<file path="src/sv/pps_pkg.sv">
// Shared widths, defaults and chain word types for the preemptive priority scheduler.
package pps_pkg;

    localparam int TIME_W        = 16;
    localparam int ID_W          = 4;
    localparam int WORK_W        = 16;
    localparam int PRIO_W        = 8;
    localparam int CFG_W         = 5;
    localparam int DEF_MAX_PROCS = 16;
    localparam int DEF_TIME_BITS = 16;
    localparam logic [CFG_W-1:0] PCOUNT_RESET = 5'd1;

    localparam logic KIND_LOAD = 1'b0;
    localparam logic KIND_TICK = 1'b1;

    // Best-so-far word that walks down the cell row during a scan.
    typedef struct packed {
        logic              go;
        logic              found;
        logic              last;
        logic [PRIO_W-1:0] prio;
    } cand_t;

    // Broadcast update from the controller; a per-cell select picks the target.
    typedef struct packed {
        logic              wr;
        logic              dec;
        logic [WORK_W-1:0] arrival;
        logic [WORK_W-1:0] duration;
        logic [PRIO_W-1:0] prio;
    } cmd_t;

endpackage

</file>
<file path="src/sv/preemptive_priority_scheduler.sv">
// Preemptive priority scheduler: controller, output register and the row of entry cells.
//
//   channel | signals                          | direction | word
//   in      | in_valid / in_stall + fields     | to block  | load or tick item
//   out     | out_valid / out_stall + fields   | from block| one result per item
//   cfg     | cfg_valid / cfg_ready, cfg_data  | to block  | process_count
//
// A tick passes the best-candidate word down the row one cell per cycle; once it leaves
// the row the block moves to the commit state, then back to idle. A load goes to the
// commit state and then back to idle, with no scan. Reset clears time, the
// running segment, the finished count and sets process_count to 1; entry contents are
// undefined until loaded. A stalled output holds the finished word while the block still
// accepts the next item, whose result then waits in the commit state.
module preemptive_priority_scheduler
    import pps_pkg::*;
#(
    parameter int MAX_PROCS = DEF_MAX_PROCS,
    parameter int TIME_BITS = DEF_TIME_BITS
)
(
    input  logic              clk,
    input  logic              rst_n,
    input  logic              in_valid,
    output logic              in_stall,
    input  logic              kind,
    input  logic [ID_W-1:0]   proc_id,
    input  logic [WORK_W-1:0] arrival,
    input  logic [WORK_W-1:0] duration,
    input  logic [PRIO_W-1:0] priority_req,
    output logic              out_valid,
    input  logic              out_stall,
    output logic [TIME_W-1:0] time_now,
    output logic [ID_W-1:0]   running_id,
    output logic              idle,
    output logic              preempt_valid,
    output logic [ID_W-1:0]   preempt_id,
    output logic [TIME_W-1:0] preempt_start,
    output logic              done_valid,
    output logic [ID_W-1:0]   done_id,
    output logic [TIME_W-1:0] done_start,
    output logic [TIME_W-1:0] exit_time,
    output logic              all_done,
    input  logic              cfg_valid,
    output logic              cfg_ready,
    input  logic [CFG_W-1:0]  cfg_data
);

    localparam int IW  = $clog2(MAX_PROCS);
    localparam int FW  = $clog2(MAX_PROCS + 1);
    localparam int WB  = (TIME_BITS > TIME_W) ? TIME_BITS : TIME_W;
    localparam int IWB = (IW > ID_W) ? IW : ID_W;

    typedef enum logic [2:0] {
        S_IDLE  = 3'b001,
        S_SCAN  = 3'b010,
        S_WRITE = 3'b100
    } state_t;

    function automatic logic [TIME_W-1:0] to_port_time(input logic [TIME_BITS-1:0] t);
        logic [WB-1:0] w;
        w = WB'(t);
        return w[TIME_W-1:0];
    endfunction

    function automatic logic [ID_W-1:0] to_port_id(input logic [IW-1:0] i);
        logic [IWB-1:0] w;
        w = IWB'(i);
        return w[ID_W-1:0];
    endfunction

    function automatic logic [TIME_BITS-1:0] sat_inc(input logic [TIME_BITS-1:0] t);
        return (t == '1) ? t : t + 1'b1;
    endfunction

    state_t               state_reg, state_next;
    logic                 start_reg, start_next;
    logic [CFG_W-1:0]     pcount_reg;

    logic                 kind_reg;
    logic [ID_W-1:0]      id_reg;
    logic [WORK_W-1:0]    arr_reg;
    logic [WORK_W-1:0]    dur_reg;
    logic [PRIO_W-1:0]    prio_reg;

    logic [TIME_BITS-1:0] tick_reg, tick_next;
    logic                 cur_valid_reg, cur_valid_next;
    logic [IW-1:0]        cur_id_reg, cur_id_next;
    logic [TIME_BITS-1:0] seg_reg, seg_next;
    logic [FW-1:0]        fin_reg, fin_next;

    logic                 out_valid_reg, out_valid_next;
    logic [TIME_W-1:0]    time_now_reg, time_now_next;
    logic [ID_W-1:0]      running_id_reg, running_id_next;
    logic                 idle_reg, idle_next;
    logic                 pre_valid_reg, pre_valid_next;
    logic [ID_W-1:0]      pre_id_reg, pre_id_next;
    logic [TIME_W-1:0]    pre_start_reg, pre_start_next;
    logic                 done_valid_reg, done_valid_next;
    logic [ID_W-1:0]      done_id_reg, done_id_next;
    logic [TIME_W-1:0]    done_start_reg, done_start_next;
    logic [TIME_W-1:0]    exit_reg, exit_next;
    logic                 all_done_reg, all_done_next;

    cand_t                chain [MAX_PROCS+1];
    logic [IW-1:0]        idx_chain [MAX_PROCS+1];
    cand_t                best;
    logic [IW-1:0]        best_idx;
    cmd_t                 cmd;
    logic [MAX_PROCS-1:0] sel;

    logic                 accept;
    logic                 commit;
    logic                 switch_proc;
    int                   counted;

    assign accept    = in_valid && !in_stall;
    assign commit    = (state_reg == S_WRITE) && (!out_valid_reg || !out_stall);
    assign in_stall  = (state_reg != S_IDLE);
    assign cfg_ready = 1'b1;
    assign best      = chain[MAX_PROCS];
    assign best_idx  = idx_chain[MAX_PROCS];

    always_ff @(posedge clk or negedge rst_n)
    begin
        if (!rst_n)
        begin
            pcount_reg <= PCOUNT_RESET;
        end
        else if (cfg_valid && cfg_ready)
        begin
            pcount_reg <= cfg_data;
        end
    end

    always_ff @(posedge clk)
    begin
        if (accept)
        begin
            kind_reg <= kind;
            id_reg   <= proc_id;
            arr_reg  <= arrival;
            dur_reg  <= duration;
            prio_reg <= priority_req;
        end
    end

    always_comb
    begin
        state_next = state_reg;
        start_next = 1'b0;
        case (state_reg)
            S_IDLE:
            begin
                if (accept)
                begin
                    if (kind == KIND_TICK)
                    begin
                        start_next = 1'b1;
                        state_next = S_SCAN;
                    end
                    else
                    begin
                        state_next = S_WRITE;
                    end
                end
            end
            S_SCAN:
            begin
                if (best.go)
                begin
                    state_next = S_WRITE;
                end
            end
            S_WRITE:
            begin
                if (commit)
                begin
                    state_next = S_IDLE;
                end
            end
            default:
            begin
                state_next = S_IDLE;
            end
        endcase
    end

    // Commit: update the schedule and build the result word.
    always_comb
    begin
        counted = (int'(pcount_reg) > MAX_PROCS) ? MAX_PROCS : int'(pcount_reg);

        tick_next      = tick_reg;
        cur_valid_next = cur_valid_reg;
        cur_id_next    = cur_id_reg;
        seg_next       = seg_reg;
        fin_next       = fin_reg;
        switch_proc    = 1'b0;

        cmd.wr       = 1'b0;
        cmd.dec      = 1'b0;
        cmd.arrival  = arr_reg;
        cmd.duration = dur_reg;
        cmd.prio     = prio_reg;

        time_now_next   = to_port_time(tick_reg);
        running_id_next = '0;
        idle_next       = 1'b1;
        pre_valid_next  = 1'b0;
        pre_id_next     = '0;
        pre_start_next  = '0;
        done_valid_next = 1'b0;
        done_id_next    = '0;
        done_start_next = '0;
        exit_next       = '0;

        if (commit)
        begin
            if (kind_reg == KIND_LOAD)
            begin
                cmd.wr         = 1'b1;
                tick_next      = '0;
                cur_valid_next = 1'b0;
                cur_id_next    = '0;
                seg_next       = '0;
                fin_next       = '0;
            end
            else
            begin
                if (best.found)
                begin
                    idle_next   = 1'b0;
                    switch_proc = !cur_valid_reg || (cur_id_reg != best_idx);
                    if (switch_proc)
                    begin
                        seg_next = tick_reg;
                        if (cur_valid_reg)
                        begin
                            pre_valid_next = 1'b1;
                            pre_id_next    = to_port_id(cur_id_reg);
                            pre_start_next = to_port_time(seg_reg);
                        end
                    end
                    running_id_next = to_port_id(best_idx);
                    cmd.dec         = 1'b1;
                    if (best.last)
                    begin
                        done_valid_next = 1'b1;
                        done_id_next    = to_port_id(best_idx);
                        done_start_next = to_port_time(seg_next);
                        exit_next       = to_port_time(sat_inc(tick_reg));
                        fin_next        = (fin_reg == '1) ? fin_reg : fin_reg + 1'b1;
                        cur_valid_next  = 1'b0;
                        cur_id_next     = '0;
                    end
                    else
                    begin
                        cur_valid_next = 1'b1;
                        cur_id_next    = best_idx;
                    end
                end
                tick_next = sat_inc(tick_reg);
            end
        end

        all_done_next = int'(fin_next) >= counted;

        if (commit)
        begin
            out_valid_next = 1'b1;
        end
        else
        begin
            out_valid_next = out_valid_reg && out_stall;
        end
    end

    always_ff @(posedge clk or negedge rst_n)
    begin
        if (!rst_n)
        begin
            state_reg     <= S_IDLE;
            start_reg     <= 1'b0;
            tick_reg      <= '0;
            cur_valid_reg <= 1'b0;
            cur_id_reg    <= '0;
            seg_reg       <= '0;
            fin_reg       <= '0;
            out_valid_reg <= 1'b0;
        end
        else
        begin
            state_reg     <= state_next;
            start_reg     <= start_next;
            tick_reg      <= tick_next;
            cur_valid_reg <= cur_valid_next;
            cur_id_reg    <= cur_id_next;
            seg_reg       <= seg_next;
            fin_reg       <= fin_next;
            out_valid_reg <= out_valid_next;
        end
    end

    always_ff @(posedge clk)
    begin
        if (commit)
        begin
            time_now_reg   <= time_now_next;
            running_id_reg <= running_id_next;
            idle_reg       <= idle_next;
            pre_valid_reg  <= pre_valid_next;
            pre_id_reg     <= pre_id_next;
            pre_start_reg  <= pre_start_next;
            done_valid_reg <= done_valid_next;
            done_id_reg    <= done_id_next;
            done_start_reg <= done_start_next;
            exit_reg       <= exit_next;
            all_done_reg   <= all_done_next;
        end
    end

    assign out_valid     = out_valid_reg;
    assign time_now      = time_now_reg;
    assign running_id    = running_id_reg;
    assign idle          = idle_reg;
    assign preempt_valid = pre_valid_reg;
    assign preempt_id    = pre_id_reg;
    assign preempt_start = pre_start_reg;
    assign done_valid    = done_valid_reg;
    assign done_id       = done_id_reg;
    assign done_start    = done_start_reg;
    assign exit_time     = exit_reg;
    assign all_done      = all_done_reg;

    // Seed the scan with an empty candidate.
    assign chain[0].go    = start_reg;
    assign chain[0].found = 1'b0;
    assign chain[0].last  = 1'b0;
    assign chain[0].prio  = '0;
    assign idx_chain[0]   = '0;

    for (genvar i = 0; i < MAX_PROCS; i++)
    begin : g_cell
        assign sel[i] = cmd.wr ? (int'(id_reg) == i) : (int'(best_idx) == i);

        pps_cell #(
            .IDX       (i),
            .MAX_PROCS (MAX_PROCS),
            .TIME_BITS (TIME_BITS)
        ) u_cell (
            .clk      (clk),
            .rst_n    (rst_n),
            .cand_in  (chain[i]),
            .idx_in   (idx_chain[i]),
            .cand_out (chain[i+1]),
            .idx_out  (idx_chain[i+1]),
            .cmd      (cmd),
            .sel      (sel[i]),
            .tick     (tick_reg),
            .pcount   (pcount_reg)
        );
    end

`ifndef NO_ASSERTIONS
    a_scan_in_scan: assert property (@(posedge clk) disable iff (!rst_n)
        best.go |-> state_reg == S_SCAN)
        else $error("scan word left the row outside the scan state");

    a_idle_no_segments: assert property (@(posedge clk) disable iff (!rst_n)
        (out_valid && idle) |-> (!preempt_valid && !done_valid))
        else $error("idle result reports a segment");

    a_done_is_runner: assert property (@(posedge clk) disable iff (!rst_n)
        (out_valid && done_valid) |-> (running_id == done_id))
        else $error("finished entry differs from running entry");

    a_finish_clears_cur: assert property (@(posedge clk) disable iff (!rst_n)
        (commit && kind_reg == KIND_TICK && best.found && best.last) |=> !cur_valid_reg)
        else $error("running segment kept after finish");
`endif

endmodule

</file>
<file path="src/sv/pps_cell.sv">
// One process entry of the scheduler row, with its stage of the priority scan.
module pps_cell
    import pps_pkg::*;
#(
    parameter int IDX       = 0,
    parameter int MAX_PROCS = DEF_MAX_PROCS,
    parameter int TIME_BITS = DEF_TIME_BITS
)
(
    input  logic                         clk,
    input  logic                         rst_n,
    input  cand_t                        cand_in,
    input  logic [$clog2(MAX_PROCS)-1:0] idx_in,
    output cand_t                        cand_out,
    output logic [$clog2(MAX_PROCS)-1:0] idx_out,
    input  cmd_t                         cmd,
    input  logic                         sel,
    input  logic [TIME_BITS-1:0]         tick,
    input  logic [CFG_W-1:0]             pcount
);

    localparam int IW = $clog2(MAX_PROCS);
    localparam int WB = (TIME_BITS > WORK_W) ? TIME_BITS : WORK_W;

    logic [WORK_W-1:0] arrival_reg;
    logic [WORK_W-1:0] remain_reg;
    logic [PRIO_W-1:0] prio_reg;

    logic              go_reg;
    logic              found_reg;
    logic              last_reg;
    logic [PRIO_W-1:0] scan_prio_reg;
    cand_t             cand_next;
    logic [IW-1:0]     idx_reg;
    logic [IW-1:0]     idx_next;

    logic [WB-1:0]     arr_ext;
    logic [WB-1:0]     tick_ext;
    logic              enabled;
    logic              ready;
    logic              take;

    always_ff @(posedge clk)
    begin
        if (cmd.wr && sel)
        begin
            arrival_reg <= cmd.arrival;
            remain_reg  <= cmd.duration;
            prio_reg    <= cmd.prio;
        end
        else if (cmd.dec && sel)
        begin
            remain_reg <= remain_reg - 1'b1;
        end
    end

    always_comb
    begin
        arr_ext   = WB'(arrival_reg);
        tick_ext  = WB'(tick);
        enabled   = IDX < int'(pcount);
        ready     = (remain_reg != '0) && (arr_ext <= tick_ext);
        take      = enabled && ready && (!cand_in.found || (prio_reg > cand_in.prio));
        cand_next = cand_in;
        idx_next  = idx_in;
        if (take)
        begin
            cand_next.found = 1'b1;
            cand_next.last  = (remain_reg == WORK_W'(1));
            cand_next.prio  = prio_reg;
            idx_next        = IW'(IDX);
        end
    end

    always_ff @(posedge clk or negedge rst_n)
    begin
        if (!rst_n)
        begin
            go_reg <= 1'b0;
        end
        else
        begin
            go_reg <= cand_in.go;
        end
    end

    // Hold the payload between scans so the row end stays readable.
    always_ff @(posedge clk)
    begin
        if (cand_in.go)
        begin
            found_reg     <= cand_next.found;
            last_reg      <= cand_next.last;
            scan_prio_reg <= cand_next.prio;
            idx_reg       <= idx_next;
        end
    end

    always_comb
    begin
        cand_out.go    = go_reg;
        cand_out.found = found_reg;
        cand_out.last  = last_reg;
        cand_out.prio  = scan_prio_reg;
    end

    assign idx_out = idx_reg;

endmodule
</file>
<file path="config.mk">
export PLATFORM = sky130hd
export DESIGN_NAME = preemptive_priority_scheduler
export DESIGN_NICKNAME = d
export VERILOG_FILES = /design/src/sv/pps_pkg.sv /design/src/sv/preemptive_priority_scheduler.sv /design/src/sv/pps_cell.sv
export SDC_FILE = /design/constraint.sdc
export NUM_CORES = 2
export LEC_CHECK = 0
export ABC_AREA = 0
export BUFFER_PORTS_ARGS = -buffer_cell sky130_fd_sc_hd__buf_2
export CAP_MARGIN = 15
export CORE_ASPECT_RATIO = 1.4
export CORE_MARGIN = 4
export CORE_UTILIZATION = 40
export CTS_CLUSTER_SIZE = 28
export DETAILED_ROUTE_END_ITERATION = 12
export GPL_ROUTABILITY_DRIVEN = 0
export HOLD_SLACK_MARGIN = 0.08
export PLACE_DENSITY_LB_ADDON = 0.12
export SLEW_MARGIN = 20
export SYNTH_ARGS = -nofsm -noshare
export SYNTH_HDL_FRONTEND = slang
export SYNTH_SLANG_ARGS = --single-unit
</file>
<file path="constraint.sdc">
create_clock -name clk -period 5.7 [get_ports clk]
set_clock_uncertainty 0.1 [all_clocks]
set_input_delay 1.425 -clock clk [delete_from_list [all_inputs] [get_ports clk]]
set_output_delay 1.425 -clock clk [all_outputs]
set_load 0.1 [all_outputs]
</file>
==> summary.md <==
Die
• full die area: 133000 um2
• row cnt: 154
• starting density of the core: 0.403
• Die Span Y: 430 um
• area of the core region: 126000 um2
• I/O pin total: 138
• Die Width: 309 um

Global routing
• total gr overflow: 0
• first-pass GRT wire length: 206 mm
• vias in the first global route: 32600
• antenna violations before repair: 5
• Total GRT Usage: 0.211
• maximum number of pins on one net before global-route repair: 63

Yosys
• number of enable-type register cells in the synthesized netlist: 966
• Yosys cell types: 85
• post-synthesis register bit count: 1034
• Netlist Area Pre-Place: 50900 um2
• Post-synth top flop: sky130_fd_sc_hd__edfxtp_1
• synthesized netlist cell count: 4096
• share of async-settable or async-resettable flops after synthesis: 0.0658
• Post-Syn Nets: 4580
• average size of a mapped cell: 12.4 um2
• count of warnings emitted by yosys: 0
• share of the yosys chip area belonging to registers: 0.603

CTS
• clock buffer count from CTS: 106
• clock slew at reported path FFs: 0.06 ns
• clock root cell: sky130_fd_sc_hd__clkbuf_16
• clock tree from TritonCTS: done
• clock buffer depth: 3
• number of resized instances in the post-cts repair step: 0
• hold bufs inserted after CTS: 0
• number of levels the H-tree was split into: 3
• clock sinks: 1034
• worst-skew pair later-pin latency: 0.72 ns
• Setup Fix Bufs, Post-CTS: 0

Power
• ratio of total power to cell area: 338 nW/um2
• maximum ir drop on the vdd rail: 0.273 mV
• leakage: 20.8 nW
• switching power of the nets: 5.53 mW
• portion of total power attributed to sequential cells: 0.489
• share of power burned in the clock network: 0.362
• switching fraction of total power: 0.285
• internal power of the cells: 13.9 mW
• power share of the combinational group: 0.149
• total power of the final layout: 19.4 mW

Status
• outcome: complete, no violations

Cells and area
• fill cell count: 11500
• Reg area: 30700 um2
• final design instance area without fill: 57500 um2
• number of nets in the layout: 4812
• Synth-to-Final Area Change: 13.0%
• multi-input combinational cell area: 18900 um2
• fraction of final layout cells sized beyond drive strength 1: 0.130

Worst setup path
• critical path class: reg -> reg
• data arrival time of the critical path: 5.07 ns
• data required time at the worst endpoint: 6.07 ns
• CP startpoint kind: register
• largest fanout on the critical path: 15
• peak per-stage delay on the critical path: 0.83 ns
• CP Cell Sequence: inv_1, ha_1, nand4_1, nor3_1, or3_1, o41ai_1, o311a_1, and2_1, mux2_2
• library cell contributing the largest single delay on the critical path: sky130_fd_sc_hd__o41ai_1
• CP endpoint kind: register

Timing
• final count of pins violating max slew: 0
• Setup TNS Final: 0 ns
• Final Critical Period: 4.70 ns
• number of hold-slack violations in the final timing report: 0
• smallest hold slack: 0.393 ns
• highest clock frequency the design can meet: 213 MHz
• share of the clock period used by the worst path after layout: 0.825
• worst max-slew margin expressed relative to the limit: 0.219
• pin slew with the least headroom to its limit: 1.17 ns
• RSZ-0062 raised after global routing: false
• total of endpoints with negative setup slack in the final report: 0

Flow run
• max-cap violation count: 0

Hold path
• class of the worst hold path: reg -> reg

Route
• number of detailed-route iterations in the first pass: 5
• vias post-DR: 32500
• post-route antenna net violation count: 0
• detail-routed net length per standard cell: 23.3 um
• vias per cell: 5.37
• total length of routed wires: 141 mm
• remaining design rule violation count: 0
• Initial DRC Count: 2272

Placement
• post-detailed-placement half-perimeter wirelength: 98.3 mm
• Cell Area, Placed: 54000 um2
• count of buffers inserted at the top-level ports: 136

[layout make-up]
class,count,area share
Timing Repair Buffer,253,0.0277
Antenna cell,1,0.0000435
Clock buffer,140,0.0498
Inverter,217,0.0142
Sequential cell,1034,0.534
Multi-Input combinational cell,2716,0.328
Tap cell,1638,0.0356
Clock inverter,55,0.0101
[stage by stage]
step                      utilization  cells  setup WS, ns
after global placement          0.428   5857          1.17
final                           0.456   6054         0.996
after global routing            0.456   6053         0.936
after CTS                       0.455   6052          1.08
after detailed placement        0.428   5857          1.10
after floorplan                     -   4096         0.534
[cell usage in the layout (no fill, tap or decap), types with 13 or more instances in the layout]
| cell | n |
|---|---|
| sky130_fd_sc_hd__buf_2 | 135 |
| sky130_fd_sc_hd__a31oi_1 | 32 |
| sky130_fd_sc_hd__nor4_1 | 68 |
| sky130_fd_sc_hd__or2_2 | 58 |
| sky130_fd_sc_hd__nand2b_1 | 27 |
| sky130_fd_sc_hd__ha_1 | 429 |
| sky130_fd_sc_hd__inv_1 | 207 |
| sky130_fd_sc_hd__or3_1 | 21 |
| sky130_fd_sc_hd__a211oi_1 | 13 |
| sky130_fd_sc_hd__o22ai_1 | 16 |
| sky130_fd_sc_hd__clkinv_1 | 24 |
| sky130_fd_sc_hd__o41ai_1 | 19 |
| sky130_fd_sc_hd__edfxtp_1 | 966 |
| sky130_fd_sc_hd__dfrtp_1 | 66 |
| sky130_fd_sc_hd__nand3_1 | 102 |
| sky130_fd_sc_hd__mux2_2 | 71 |
| sky130_fd_sc_hd__o31ai_1 | 18 |
| sky130_fd_sc_hd__nor2b_1 | 55 |
| sky130_fd_sc_hd__a21oi_1 | 243 |
| sky130_fd_sc_hd__nand2_1 | 303 |
| sky130_fd_sc_hd__clkinv_2 | 18 |
| sky130_fd_sc_hd__clkbuf_1 | 27 |
| sky130_fd_sc_hd__nor3_1 | 86 |
| sky130_fd_sc_hd__a21o_1 | 22 |
| sky130_fd_sc_hd__o211ai_1 | 16 |
| sky130_fd_sc_hd__clkbuf_16 | 107 |
| sky130_fd_sc_hd__o21ai_0 | 285 |
| sky130_fd_sc_hd__a22o_1 | 21 |
| sky130_fd_sc_hd__or4_1 | 13 |
| sky130_fd_sc_hd__nand4_1 | 92 |
| sky130_fd_sc_hd__nor2_1 | 291 |
| sky130_fd_sc_hd__and3_1 | 22 |
| sky130_fd_sc_hd__xor2_1 | 51 |
| sky130_fd_sc_hd__buf_4 | 115 |
| sky130_fd_sc_hd__and2_1 | 48 |
| sky130_fd_sc_hd__a21boi_0 | 14 |
| sky130_fd_sc_hd__xnor2_1 | 157 |
| sky130_fd_sc_hd__mux2i_1 | 21 |
[synthesized netlist by cell type, drive strengths merged (66+ instances only)]
library cell	n	area (um2)
edfxtp	966	29000
ha	429	5370
nand2	303	1140
nor2	293	1100
o21ai	285	1430
a21oi	244	1220
inv	217	815
xnor2	157	1380
nand3	102	510
clkbuf	92	345
nand4	92	576
nor3	87	435
mux2	77	886
nor4	72	463
dfrtp	66	1650
[metal layers]
| layer | routed length (um) | vias up | track usage | part of all wire |
|---|---|---|---|---|
| met1 | 55100 | 15900 | 0.244 | 0.39 |
| met5 | 0 | - | 0 | 0 |
| met3 | 5960 | 240 | 0.0270 | 0.042 |
| met2 | 72900 | 734 | 0.383 | 0.52 |
| li1 | - | 15700 | - | - |
| met4 | 6930 | 0 | 0.0998 | 0.049 |
[power groups by stage]
stage | logic [mW] | registers, mW | clock network (mW)
after global placement | 2.89 | 9.68 | 0
after global routing | 3.19 | 9.56 | 7.50
after CTS | 2.93 | 9.53 | 7.18
after floorplan | 1.51 | 9.68 | 0
after detailed placement | 2.92 | 9.68 | 0
final | 2.90 | 9.49 | 7.03
[path summary, 6_finish.rpt]
path,start,to,slack [ns],cells after the start
hold / removal,g_cell[5].u_cell.idx_out[1],g_cell[6].u_cell.idx_out[1],0.39,1
max in group asynchronous,rst_n,seg_reg[10],3.94,2
hold reg to reg,g_cell[5].u_cell.idx_out[1],g_cell[6].u_cell.idx_out[1],0.39,1
min in group asynchronous,rst_n,g_cell[13].u_cell.go_reg,0.56,1
setup reg to reg,tick_reg[15],g_cell[1].u_cell.scan_prio_reg[0],1.0,9
setup / recovery,tick_reg[15],g_cell[1].u_cell.scan_prio_reg[0],1.0,9
[cell families (layout without fill, tap and decap cells)]
group           count (synthesis)  in the layout  share of synthesized area
simple gates                 1234           1234                      0.121
fa+ha+maj                     429            429                      0.105
xor+xnor                      208            208                     0.0358
flops                        1034           1034                      0.603
buf+inv                       346            665                     0.0267
other cells                     1              2                  0.0000737
mux                            98             98                     0.0215
compound gates                746            746                     0.0862
[worst max-delay path, delay by kind of cell, from the launching register on]
| kind | cells | cell delay [ns] |
|---|---|---|
| AO/OA/AOI/OAI | 2 | 1.43 |
| AND/OR/NAND/NOR | 4 | 1.02 |
| buffers and inverters | 1 | 0.64 |
| flip-flops | 1 | 0.48 |
| multiplexers | 1 | 0.38 |
| adder cells (fa/ha/maj) | 1 | 0.37 |
Note: power is estimated with default switching activity, not from simulation.
